$ cat config.mk
export PLATFORM = sky130hd
export DESIGN_NAME = xor_checked_frame_receiver_flat
export DESIGN_NICKNAME = d
export VERILOG_FILES = /design/src/xcfr_pkg.sv /design/src/xcfr_stream_if.sv /design/src/xcfr_ram.sv /design/src/xor_checked_frame_receiver.sv /design/src/flat_wrapper.sv
export SDC_FILE = /design/constraint.sdc
export NUM_CORES = 1
export LEC_CHECK = 0
export BUFFER_PORTS_ARGS = -buffer_cell sky130_fd_sc_hd__clkbuf_2
export CORE_MARGIN = 5
export CORE_UTILIZATION = 50
export DETAILED_ROUTE_END_ITERATION = 10
export GPL_TIMING_DRIVEN = 0
export PLACE_DENSITY = 0.77
export SETUP_SLACK_MARGIN = 0.2
export SYNTH_ARGS = -nofsm -noshare
export SYNTH_HDL_FRONTEND = slang
export SYNTH_SLANG_ARGS = --single-unit
export TNS_END_PERCENT = 20
$ cat constraint.sdc
create_clock -name i_clk -period 6.65 [get_ports i_clk]
set_input_delay 0.3325 -clock i_clk [delete_from_list [all_inputs] [get_ports i_clk]]
set_output_delay 0.3325 -clock i_clk [all_outputs]
set_load 0.1 [all_outputs]
$ cat src/xcfr_pkg.sv
// Package for the XOR-checked frame receiver.
// Holds frame marker bytes, beat payload types and the parser phase type.
// No dependencies; the receiver refers to it by scoped names, the sim files import it.
package xcfr_pkg;

    // Default index of the check byte; the frame is this plus three bytes long.
    localparam int PAYLOAD_END_INDEX_DEF = 29;

    localparam int BYTE_W = 8;
    localparam int POS_W  = 6;

    // Frame marker bytes and the seed of the running check.
    localparam logic [BYTE_W-1:0] START_BYTE = 8'h02;
    localparam logic [BYTE_W-1:0] HDR1_BYTE  = 8'h3A;
    localparam logic [BYTE_W-1:0] HDR2_BYTE  = 8'h04;
    localparam logic [BYTE_W-1:0] TRL1_BYTE  = 8'h0F;
    localparam logic [BYTE_W-1:0] TRL2_BYTE  = 8'h04;
    localparam logic [BYTE_W-1:0] XOR_SEED   = 8'h04;

    // Parser phase; ST_DUMP reads the stored frame out.
    typedef enum logic [2:0] {
        ST_HUNT,
        ST_HDR1,
        ST_HDR2,
        ST_DATA,
        ST_CHECK,
        ST_TRL1,
        ST_TRL2,
        ST_DUMP
    } t_phase;

    // Input beat.
    typedef struct packed {
        logic [BYTE_W-1:0] rx_byte;
    } t_rx_beat;

    // Output beat.
    typedef struct packed {
        logic [BYTE_W-1:0] frame_byte;
        logic [POS_W-1:0]  byte_position;
        logic              frame_last;
    } t_frame_beat;

endpackage

$ cat src/xcfr_stream_if.sv
// Valid/ready stream interface used by both channels of the frame receiver.
// The payload type is a parameter; the beat types come from xcfr_pkg.
interface xcfr_stream_if #(
    parameter type t_data = logic
);
    logic  valid;
    logic  ready;
    t_data data;

    modport source (output valid, output data, input ready);
    modport sink   (input valid, input data, output ready);
endinterface

$ cat src/xcfr_ram.sv
// Generic single-write, single-read RAM with a registered read port.
// Stand-alone; the frame receiver uses it as its frame store.
module xcfr_ram #(
    parameter int WIDTH = 8,
    parameter int DEPTH = 32,
    localparam int ADDR_W = (DEPTH > 1) ? $clog2(DEPTH) : 1
) (
    input  logic              i_clk,
    input  logic              i_wr_en,
    input  logic [ADDR_W-1:0] i_wr_addr,
    input  logic [WIDTH-1:0]  i_wr_data,
    input  logic              i_rd_en,
    input  logic [ADDR_W-1:0] i_rd_addr,
    output logic [WIDTH-1:0]  o_rd_data
);

    logic [WIDTH-1:0] r_mem [DEPTH];
    logic [WIDTH-1:0] r_rd_data;

    // Write port.
    always_ff @(posedge i_clk) begin
        if (i_wr_en) begin
            r_mem[i_wr_addr] <= i_wr_data;
        end
    end

    // Registered read port.
    always_ff @(posedge i_clk) begin
        if (i_rd_en) begin
            r_rd_data <= r_mem[i_rd_addr];
        end
    end

    assign o_rd_data = r_rd_data;

endmodule

$ cat src/xor_checked_frame_receiver.sv
// Top level of the XOR-checked frame receiver: byte parser and frame readout.
// Depends on xcfr_pkg, xcfr_stream_if and xcfr_ram.
//
//   Channel   Dir  Payload                                  Handshake
//   i_rx      in   rx_byte                                  valid/ready
//   o_frame   out  frame_byte, byte_position, frame_last    valid/ready
//
// While parsing, one received byte is taken every cycle; frame bytes go to the store.
// On the final trailer byte the frame is read back out of the store, each byte going
// through a RAM read and then the output register, with one read in flight at a time;
// the receiver stops taking input after a good frame until its last read is issued.
// Reset is synchronous, active low, and clears the parser; the store is not
// cleared, since a frame rewrites every position before it is read.
// A stalled output holds the current beat and delays the next read.
module xor_checked_frame_receiver #(
    parameter int PAYLOAD_END_INDEX = xcfr_pkg::PAYLOAD_END_INDEX_DEF
) (
    input  logic          i_clk,
    input  logic          i_rst_n,
    xcfr_stream_if.sink   i_rx,
    xcfr_stream_if.source o_frame
);

    localparam int FRAME_LEN = PAYLOAD_END_INDEX + 3;
    localparam int ADDR_W    = $clog2(FRAME_LEN);
    localparam logic [xcfr_pkg::POS_W-1:0] LAST_POS    = xcfr_pkg::POS_W'(FRAME_LEN - 1);
    localparam logic [xcfr_pkg::POS_W-1:0] PAYLOAD_END =
        xcfr_pkg::POS_W'(PAYLOAD_END_INDEX);

    xcfr_pkg::t_phase r_phase, n_phase;
    logic [xcfr_pkg::POS_W-1:0]  r_fill, n_fill;
    logic [xcfr_pkg::BYTE_W-1:0] r_xor, n_xor;

    logic [xcfr_pkg::POS_W-1:0]  r_rd_pos;
    logic [xcfr_pkg::POS_W-1:0]  r_pend_pos;
    logic                        r_rd_pend;
    logic                        r_out_valid;
    xcfr_pkg::t_frame_beat       r_out;

    logic                        w_rx_fire;
    logic [xcfr_pkg::BYTE_W-1:0] w_b;
    logic [xcfr_pkg::POS_W-1:0]  w_fill_inc;
    logic                        w_wr_en;
    logic [ADDR_W-1:0]           w_wr_addr;
    logic                        w_rd_issue;
    logic [xcfr_pkg::BYTE_W-1:0] w_rd_data;

    // Input side is open whenever the stored frame is not being read out.
    assign i_rx.ready = (r_phase != xcfr_pkg::ST_DUMP);
    assign w_rx_fire  = i_rx.valid && i_rx.ready;
    assign w_b        = i_rx.data.rx_byte;
    assign w_fill_inc = r_fill + 1'b1;

    // A read is issued when none is in flight and the output register will be free.
    assign w_rd_issue = (r_phase == xcfr_pkg::ST_DUMP) && !r_rd_pend &&
                        (!r_out_valid || o_frame.ready);

    // Next phase.
    always_comb begin
        n_phase = r_phase;
        unique case (r_phase)
            xcfr_pkg::ST_HUNT: begin
                if (w_rx_fire && w_b == xcfr_pkg::START_BYTE) begin
                    n_phase = xcfr_pkg::ST_HDR1;
                end
            end
            xcfr_pkg::ST_HDR1: begin
                if (w_rx_fire) begin
                    if (w_b == xcfr_pkg::START_BYTE) begin
                        n_phase = xcfr_pkg::ST_HDR1;
                    end else if (w_b == xcfr_pkg::HDR1_BYTE) begin
                        n_phase = xcfr_pkg::ST_HDR2;
                    end else begin
                        n_phase = xcfr_pkg::ST_HUNT;
                    end
                end
            end
            xcfr_pkg::ST_HDR2: begin
                if (w_rx_fire) begin
                    if (w_b == xcfr_pkg::START_BYTE) begin
                        n_phase = xcfr_pkg::ST_HDR1;
                    end else if (w_b == xcfr_pkg::HDR2_BYTE) begin
                        n_phase = xcfr_pkg::ST_DATA;
                    end else begin
                        n_phase = xcfr_pkg::ST_HUNT;
                    end
                end
            end
            xcfr_pkg::ST_DATA: begin
                if (w_rx_fire && w_fill_inc == PAYLOAD_END) begin
                    n_phase = xcfr_pkg::ST_CHECK;
                end
            end
            xcfr_pkg::ST_CHECK: begin
                if (w_rx_fire) begin
                    n_phase = (w_b == r_xor) ? xcfr_pkg::ST_TRL1 : xcfr_pkg::ST_HUNT;
                end
            end
            xcfr_pkg::ST_TRL1: begin
                if (w_rx_fire) begin
                    n_phase = (w_b == xcfr_pkg::TRL1_BYTE) ? xcfr_pkg::ST_TRL2
                                                           : xcfr_pkg::ST_HUNT;
                end
            end
            xcfr_pkg::ST_TRL2: begin
                if (w_rx_fire) begin
                    n_phase = (w_b == xcfr_pkg::TRL2_BYTE) ? xcfr_pkg::ST_DUMP
                                                           : xcfr_pkg::ST_HUNT;
                end
            end
            xcfr_pkg::ST_DUMP: begin
                if (w_rd_issue && r_rd_pos == LAST_POS) begin
                    n_phase = xcfr_pkg::ST_HUNT;
                end
            end
            default: n_phase = xcfr_pkg::ST_HUNT;
        endcase
    end

    // Store writes, fill position and running check for each phase.
    always_comb begin
        n_fill    = r_fill;
        n_xor     = r_xor;
        w_wr_en   = 1'b0;
        w_wr_addr = r_fill[ADDR_W-1:0];
        unique case (r_phase) inside
            xcfr_pkg::ST_HUNT: begin
                if (w_rx_fire) begin
                    n_fill = '0;
                    if (w_b == xcfr_pkg::START_BYTE) begin
                        n_xor     = '0;
                        w_wr_en   = 1'b1;
                        w_wr_addr = '0;
                        n_fill    = xcfr_pkg::POS_W'(1);
                    end
                end
            end
            xcfr_pkg::ST_HDR1, xcfr_pkg::ST_HDR2: begin
                if (w_rx_fire) begin
                    if (w_b == xcfr_pkg::START_BYTE) begin
                        w_wr_en   = 1'b1;
                        w_wr_addr = '0;
                        n_fill    = xcfr_pkg::POS_W'(1);
                    end else if (r_phase == xcfr_pkg::ST_HDR1 &&
                                 w_b == xcfr_pkg::HDR1_BYTE) begin
                        w_wr_en = 1'b1;
                        n_fill  = w_fill_inc;
                    end else if (r_phase == xcfr_pkg::ST_HDR2 &&
                                 w_b == xcfr_pkg::HDR2_BYTE) begin
                        w_wr_en = 1'b1;
                        n_fill  = w_fill_inc;
                        n_xor   = xcfr_pkg::XOR_SEED;
                    end
                end
            end
            xcfr_pkg::ST_DATA: begin
                if (w_rx_fire) begin
                    w_wr_en = 1'b1;
                    n_fill  = w_fill_inc;
                    n_xor   = r_xor ^ w_b;
                end
            end
            xcfr_pkg::ST_CHECK: begin
                if (w_rx_fire && w_b == r_xor) begin
                    w_wr_en = 1'b1;
                    n_fill  = w_fill_inc;
                end
            end
            xcfr_pkg::ST_TRL1: begin
                if (w_rx_fire && w_b == xcfr_pkg::TRL1_BYTE) begin
                    w_wr_en = 1'b1;
                    n_fill  = w_fill_inc;
                end
            end
            xcfr_pkg::ST_TRL2: begin
                // The final byte is stored but the fill position stays put.
                if (w_rx_fire && w_b == xcfr_pkg::TRL2_BYTE) begin
                    w_wr_en = 1'b1;
                end
            end
            xcfr_pkg::ST_DUMP: begin
                n_fill = r_fill;
            end
            default: n_fill = '0;
        endcase
    end

    // Parser registers.
    always_ff @(posedge i_clk) begin
        if (!i_rst_n) begin
            r_phase <= xcfr_pkg::ST_HUNT;
            r_fill  <= '0;
            r_xor   <= '0;
        end else begin
            r_phase <= n_phase;
            r_fill  <= n_fill;
            r_xor   <= n_xor;
        end
    end

    // Frame store.
    xcfr_ram #(
        .WIDTH (xcfr_pkg::BYTE_W),
        .DEPTH (FRAME_LEN)
    ) u_store (
        .i_clk     (i_clk),
        .i_wr_en   (w_wr_en),
        .i_wr_addr (w_wr_addr),
        .i_wr_data (w_b),
        .i_rd_en   (w_rd_issue),
        .i_rd_addr (r_rd_pos[ADDR_W-1:0]),
        .o_rd_data (w_rd_data)
    );

    // Readout sequencing: read position and in-flight read.
    always_ff @(posedge i_clk) begin
        if (!i_rst_n) begin
            r_rd_pos  <= '0;
            r_rd_pend <= 1'b0;
        end else begin
            r_rd_pend <= w_rd_issue;
            if (w_rd_issue) begin
                r_rd_pos <= (r_rd_pos == LAST_POS) ? '0 : r_rd_pos + 1'b1;
            end
        end
    end

    always_ff @(posedge i_clk) begin
        if (w_rd_issue) begin
            r_pend_pos <= r_rd_pos;
        end
    end

    // Output register: loaded from the read data, cleared when the beat is taken.
    always_ff @(posedge i_clk) begin
        if (!i_rst_n) begin
            r_out_valid <= 1'b0;
        end else if (r_rd_pend) begin
            r_out_valid <= 1'b1;
        end else if (o_frame.ready) begin
            r_out_valid <= 1'b0;
        end
    end

    always_ff @(posedge i_clk) begin
        if (r_rd_pend) begin
            r_out.frame_byte    <= w_rd_data;
            r_out.byte_position <= r_pend_pos;
            r_out.frame_last    <= (r_pend_pos == LAST_POS);
        end
    end

    assign o_frame.valid = r_out_valid;
    assign o_frame.data  = r_out;

`ifndef SYNTH
    // A read in flight always lands in the output register on the next edge.
    a_read_lands: assert property (@(posedge i_clk) disable iff (!i_rst_n)
        r_rd_pend |=> o_frame.valid)
        else $error("read data did not reach the output register");

    // The last marker only appears on the final frame position.
    a_last_pos: assert property (@(posedge i_clk) disable iff (!i_rst_n)
        (o_frame.valid && o_frame.data.frame_last) |->
            (o_frame.data.byte_position == LAST_POS))
        else $error("frame_last on a wrong position");

    // The store is never written while a frame is being read out.
    a_no_write_in_dump: assert property (@(posedge i_clk) disable iff (!i_rst_n)
        w_wr_en |-> (r_phase != xcfr_pkg::ST_DUMP))
        else $error("store written during readout");

    // A read is never issued while the output register holds a stalled beat.
    a_no_overrun: assert property (@(posedge i_clk) disable iff (!i_rst_n)
        (o_frame.valid && !o_frame.ready) |-> !w_rd_issue)
        else $error("read issued over a stalled output beat");
`endif

endmodule

$ cat src/flat_wrapper.sv
// flat-port wrapper written by rule: the top's interface ports become plain ports
module xor_checked_frame_receiver_flat import xcfr_pkg::*;
#(
    parameter int PAYLOAD_END_INDEX = xcfr_pkg::PAYLOAD_END_INDEX_DEF
)
  (i_clk, i_rst_n, i_rx_valid, i_rx_data, i_rx_ready, o_frame_valid, o_frame_data, o_frame_ready);
  xcfr_stream_if #(.t_data(t_rx_beat)) i_rx_i ();
  xcfr_stream_if #(.t_data(t_frame_beat)) o_frame_i ();
  input  logic i_clk;
  input  logic i_rst_n;
  input wire logic [$bits(i_rx_i.valid)-1:0] i_rx_valid;
  input wire logic [$bits(i_rx_i.data)-1:0] i_rx_data;
  output wire logic [$bits(i_rx_i.ready)-1:0] i_rx_ready;
  output wire logic [$bits(o_frame_i.valid)-1:0] o_frame_valid;
  output wire logic [$bits(o_frame_i.data)-1:0] o_frame_data;
  input wire logic [$bits(o_frame_i.ready)-1:0] o_frame_ready;
  assign i_rx_i.valid = i_rx_valid;
  assign i_rx_i.data = i_rx_data;
  assign i_rx_ready = i_rx_i.ready;
  assign o_frame_valid = o_frame_i.valid;
  assign o_frame_data = o_frame_i.data;
  assign o_frame_i.ready = o_frame_ready;
  xor_checked_frame_receiver #(.PAYLOAD_END_INDEX(PAYLOAD_END_INDEX)) u_core (.i_clk(i_clk), .i_rst_n(i_rst_n), .i_rx(i_rx_i), .o_frame(o_frame_i));
endmodule
==> flow_summary.json <==
{
  "p_comb_share_pct": 2.1,
  "fin_crit_ns": 3.71,
  "min-delay-start": "o_frame_ready",
  "dpl.hpwl_um": 17500,
  "cts_root_buf": "clkbuf_16",
  "start_util_pct": 51.1,
  "grt_overflow": 0,
  "place_congestion": 0.925,
  "grtUsageTotal_pct": 18.8,
  "htreeDepth": 1,
  "die_height_um": 168,
  "antenna_cells": 0,
  "synth_cells": 662,
  "ctsHoldBuffers": 0,
  "cts_sinks": 310,
  "die-area_um2": 28300,
  "antenna_left": 0,
  "post_cts_resized": 0,
  "pwr-share-seq_pct": 55.8,
  "leakagePower_nw": 4.35,
  "path_class": "in -> reg",
  "power_frac_clock_pct": 42.0,
  "r2r_start": "u_core.r_phase[0]",
  "grt_first_pass_wirelength_um": 40800,
  "via_count": 6647,
  "syn_avg_cell_area_um2": 18.9,
  "max_freq_ghz": 0.269,
  "io_pins": 29,
  "num-nets-final": 742,
  "cp_max_fo": 38,
  "cts_buffers": 29,
  "synth_top_cell_area_share_pct": 68.4,
  "grt_max_degree": 39,
  "finClkSkew_ns": 0.0229,
  "clock_tree.buffer_depth": 3,
  "area_growth_pct": 12.7,
  "internal-power_mw": 3.06,
  "setup_viol": 0,
  "dieWidth_um": 168,
  "coreArea_um2": 24500,
  "worst_pin_slew_ns": 1.43,
  "netlist_area_um2": 12500,
  "r2r_slack_ns": 3.12,
  "crit_required_ns": 6.79,
  "drt-vias-per-instance": 6.19,
  "worstRegToRegCells": 7,
  "place_ws_ns": 2.48,
  "post-route-period-util_pct": 55.8,
  "p_sw_share_pct": 19.6,
  "route.detailed.drc": 0,
  "synth.area.top_cells": "edfxtp_1 68%, mux4_2 14%, dfxtp_1 4.0%, nor3_1 1.5%, nand2_1 0.84%",
  "drive_gt1_share_pct": 25.8,
  "ir_drop_mv": 0.171,
  "tritoncts": "done",
  "ys.flop_type": "edfxtp_1",
  "yosysTopAreaCell": "edfxtp_1",
  "ys_seq_area_share_pct": 72.5,
  "fin_setup_tns_ns": 0,
  "critPathArrivalTime_ns": 3.86,
  "postCtsSetupRepairBufs": 0,
  "powerDensity_nw_per_um2": 270,
  "port_buffers": 28,
  "slew_viol_final": 0,
  "drt_first_pass_iters": 5,
  "worst_hold_path.endpoint": "u_core.o_frame.valid",
  "yosys_warnings": 0,
  "setup_slack_ns": 2.94,
  "synth_edf_count": 285,
  "r2r-end": "u_core.u_store.r_mem[6][5]",
  "max-cap-violations": 0,
  "grt_pass1_vias": 6660,
  "min_path_type": "in -> reg",
  "min_path_cells": 4,
  "drt_iter0_drc": 803,
  "synth_nets": 677,
  "p_switching_mw": 0.746,
  "clk_pin_slew_ns": 0.06,
  "synth.top_cells.by_count": "285 x edfxtp_1, 80 x mux4_2, 37 x nor3_1",
  "yosysMostFrequentCell": "edfxtp_1",
  "status": "completed",
  "wl_per_cell_um": 24.8,
  "hold_viol": 0,
  "endpoint_kind": "flop",
  "synth.distinct_cells": 53,
  "finalWirelength_um": 26600,
  "synthArstFlopShare_pct": 0,
  "slew_headroom_pct": 4.09,
  "num_rows": 57,
  "antenna_found_initial": 0,
  "nFillCells": 1743,
  "rsz0062_at_grt": "no",
  "startpoint_type": "input port",
  "clk_latency_ns": 0.54,
  "ys_ff_latch": 310
}
[per-stage QoR]
stage	hold WS (ns)	instances	util [%]	power, mW	area (um^2)
6_report	0.114	1073	57.6	3.81	14100
5_1_grt	0.126	1073	57.6	3.93	14100
4_1_cts	0.103	1073	57.5	3.83	14100
3_5_place_dp	0.412	1020	53.7	2.25	13100
3_3_place_gp	0.410	1014	53.3	2.24	13000
2_1_floorplan	0.400	662	-	2.20	12500
[worst max path at each step]
stage                       from                     endpoint  slack, ns  cells after the start
4_1_cts             i_rx_data[4]  u_core.u_store.r_mem[21][1]       3.04                      8
6_report            i_rx_data[4]   u_core.u_store.r_mem[6][5]       2.94                      8
3_3_place_gp        i_rx_data[4]  u_core.u_store.r_mem[23][1]       2.21                      8
2_1_floorplan  u_core.r_phase[2]            u_core.r_phase[2]       3.18                      6
3_5_place_dp        i_rx_data[4]  u_core.u_store.r_mem[21][1]       2.48                      8
5_1_grt             i_rx_data[5]  u_core.u_store.r_mem[29][2]       2.87                      8
[state kept, by name (all words and copies together), names as in the netlist]
name	cells
u_core.r_pend_pos	6
u_core.r_rd_pos	6
u_core.o_frame.valid	1
u_core.r_rd_pend	1
u_core.r_xor	8
u_core.o_frame.data	15
u_core.u_store.o_rd_data	8
u_core.r_phase	3
u_core.u_store.r_mem	256
u_core.r_fill	6
[power groups by stage]
stage                     Combinational [mW]  Sequential (mW)  Clock (mW)
after global placement                0.0749             2.17           0
final                                 0.0814             2.13        1.60
after floorplan                       0.0354             2.17           0
after global routing                  0.0883             2.13        1.72
after CTS                             0.0807             2.13        1.62
after detailed placement              0.0801             2.17           0
[cell usage in the layout, fill, tap and decap left out, types with 7 or more instances in the layout]
| cell | netlist | final |
|---|---|---|
| a21oi_1 | 15 | 15 |
| buf_2 | 8 | 9 |
| clkbuf_1 | 27 | 32 |
| clkbuf_16 | 0 | 29 |
| clkbuf_2 | 0 | 28 |
| dfxtp_1 | 25 | 25 |
| edfxtp_1 | 285 | 285 |
| inv_1 | 9 | 9 |
| mux2_2 | 8 | 8 |
| mux4_2 | 80 | 80 |
| nand2_1 | 28 | 28 |
| nand3_1 | 15 | 15 |
| nor2_1 | 14 | 14 |
| nor3_1 | 37 | 33 |
| nor4_2 | 0 | 7 |
| o211a_1 | 8 | 8 |
| o21ai_0 | 9 | 9 |
| xor2_1 | 10 | 10 |
[per-layer routing]
metal | part of all wire [%] | global-route usage, % | wire, um | up-vias
li1 | - | - | - | 2844
met1 | 41 | 27.6 | 10900 | 3405
met5 | 0 | 0 | 0 | -
met2 | 48 | 30.1 | 12800 | 344
met3 | 8.1 | 2.53 | 2140 | 54
met4 | 2.7 | 5.12 | 715 | 0
[worst max-delay path, stage by stage]
cell,delay [ns]
clkbuf_2,0.49
or4_1,0.73
nor3_1,0.22
o21ai_0,0.10
o21ai_0,0.18
nor2_1,0.23
clkbuf_1,0.33
nor3_1,1.20
[logic make-up after synthesis]
logic type	Yosys count	synth area share, %
AND/OR/NAND/NOR	142	6.20
flip-flops	310	72.5
XOR/XNOR	16	1.12
AO/OA/AOI/OAI	53	3.06
buffers and inverters	47	1.49
adder cells (fa/ha/maj)	4	0.380
multiplexers	90	15.3
[final cells by class]
class / count / area (um^2) / area share (%)
clock inverters: 19 / 180 / 1.28
well taps: 324 / 405 / 2.88
inverters: 9 / 33.8 / 0.240
repair buffers: 34 / 183 / 1.30
plain buffers: 38 / 153 / 1.08
multi-input cells: 305 / 3330 / 23.7
clock buffers: 34 / 744 / 5.28
flip-flops and latches: 310 / 9060 / 64.3
Power figures use the tool's default switching activity.
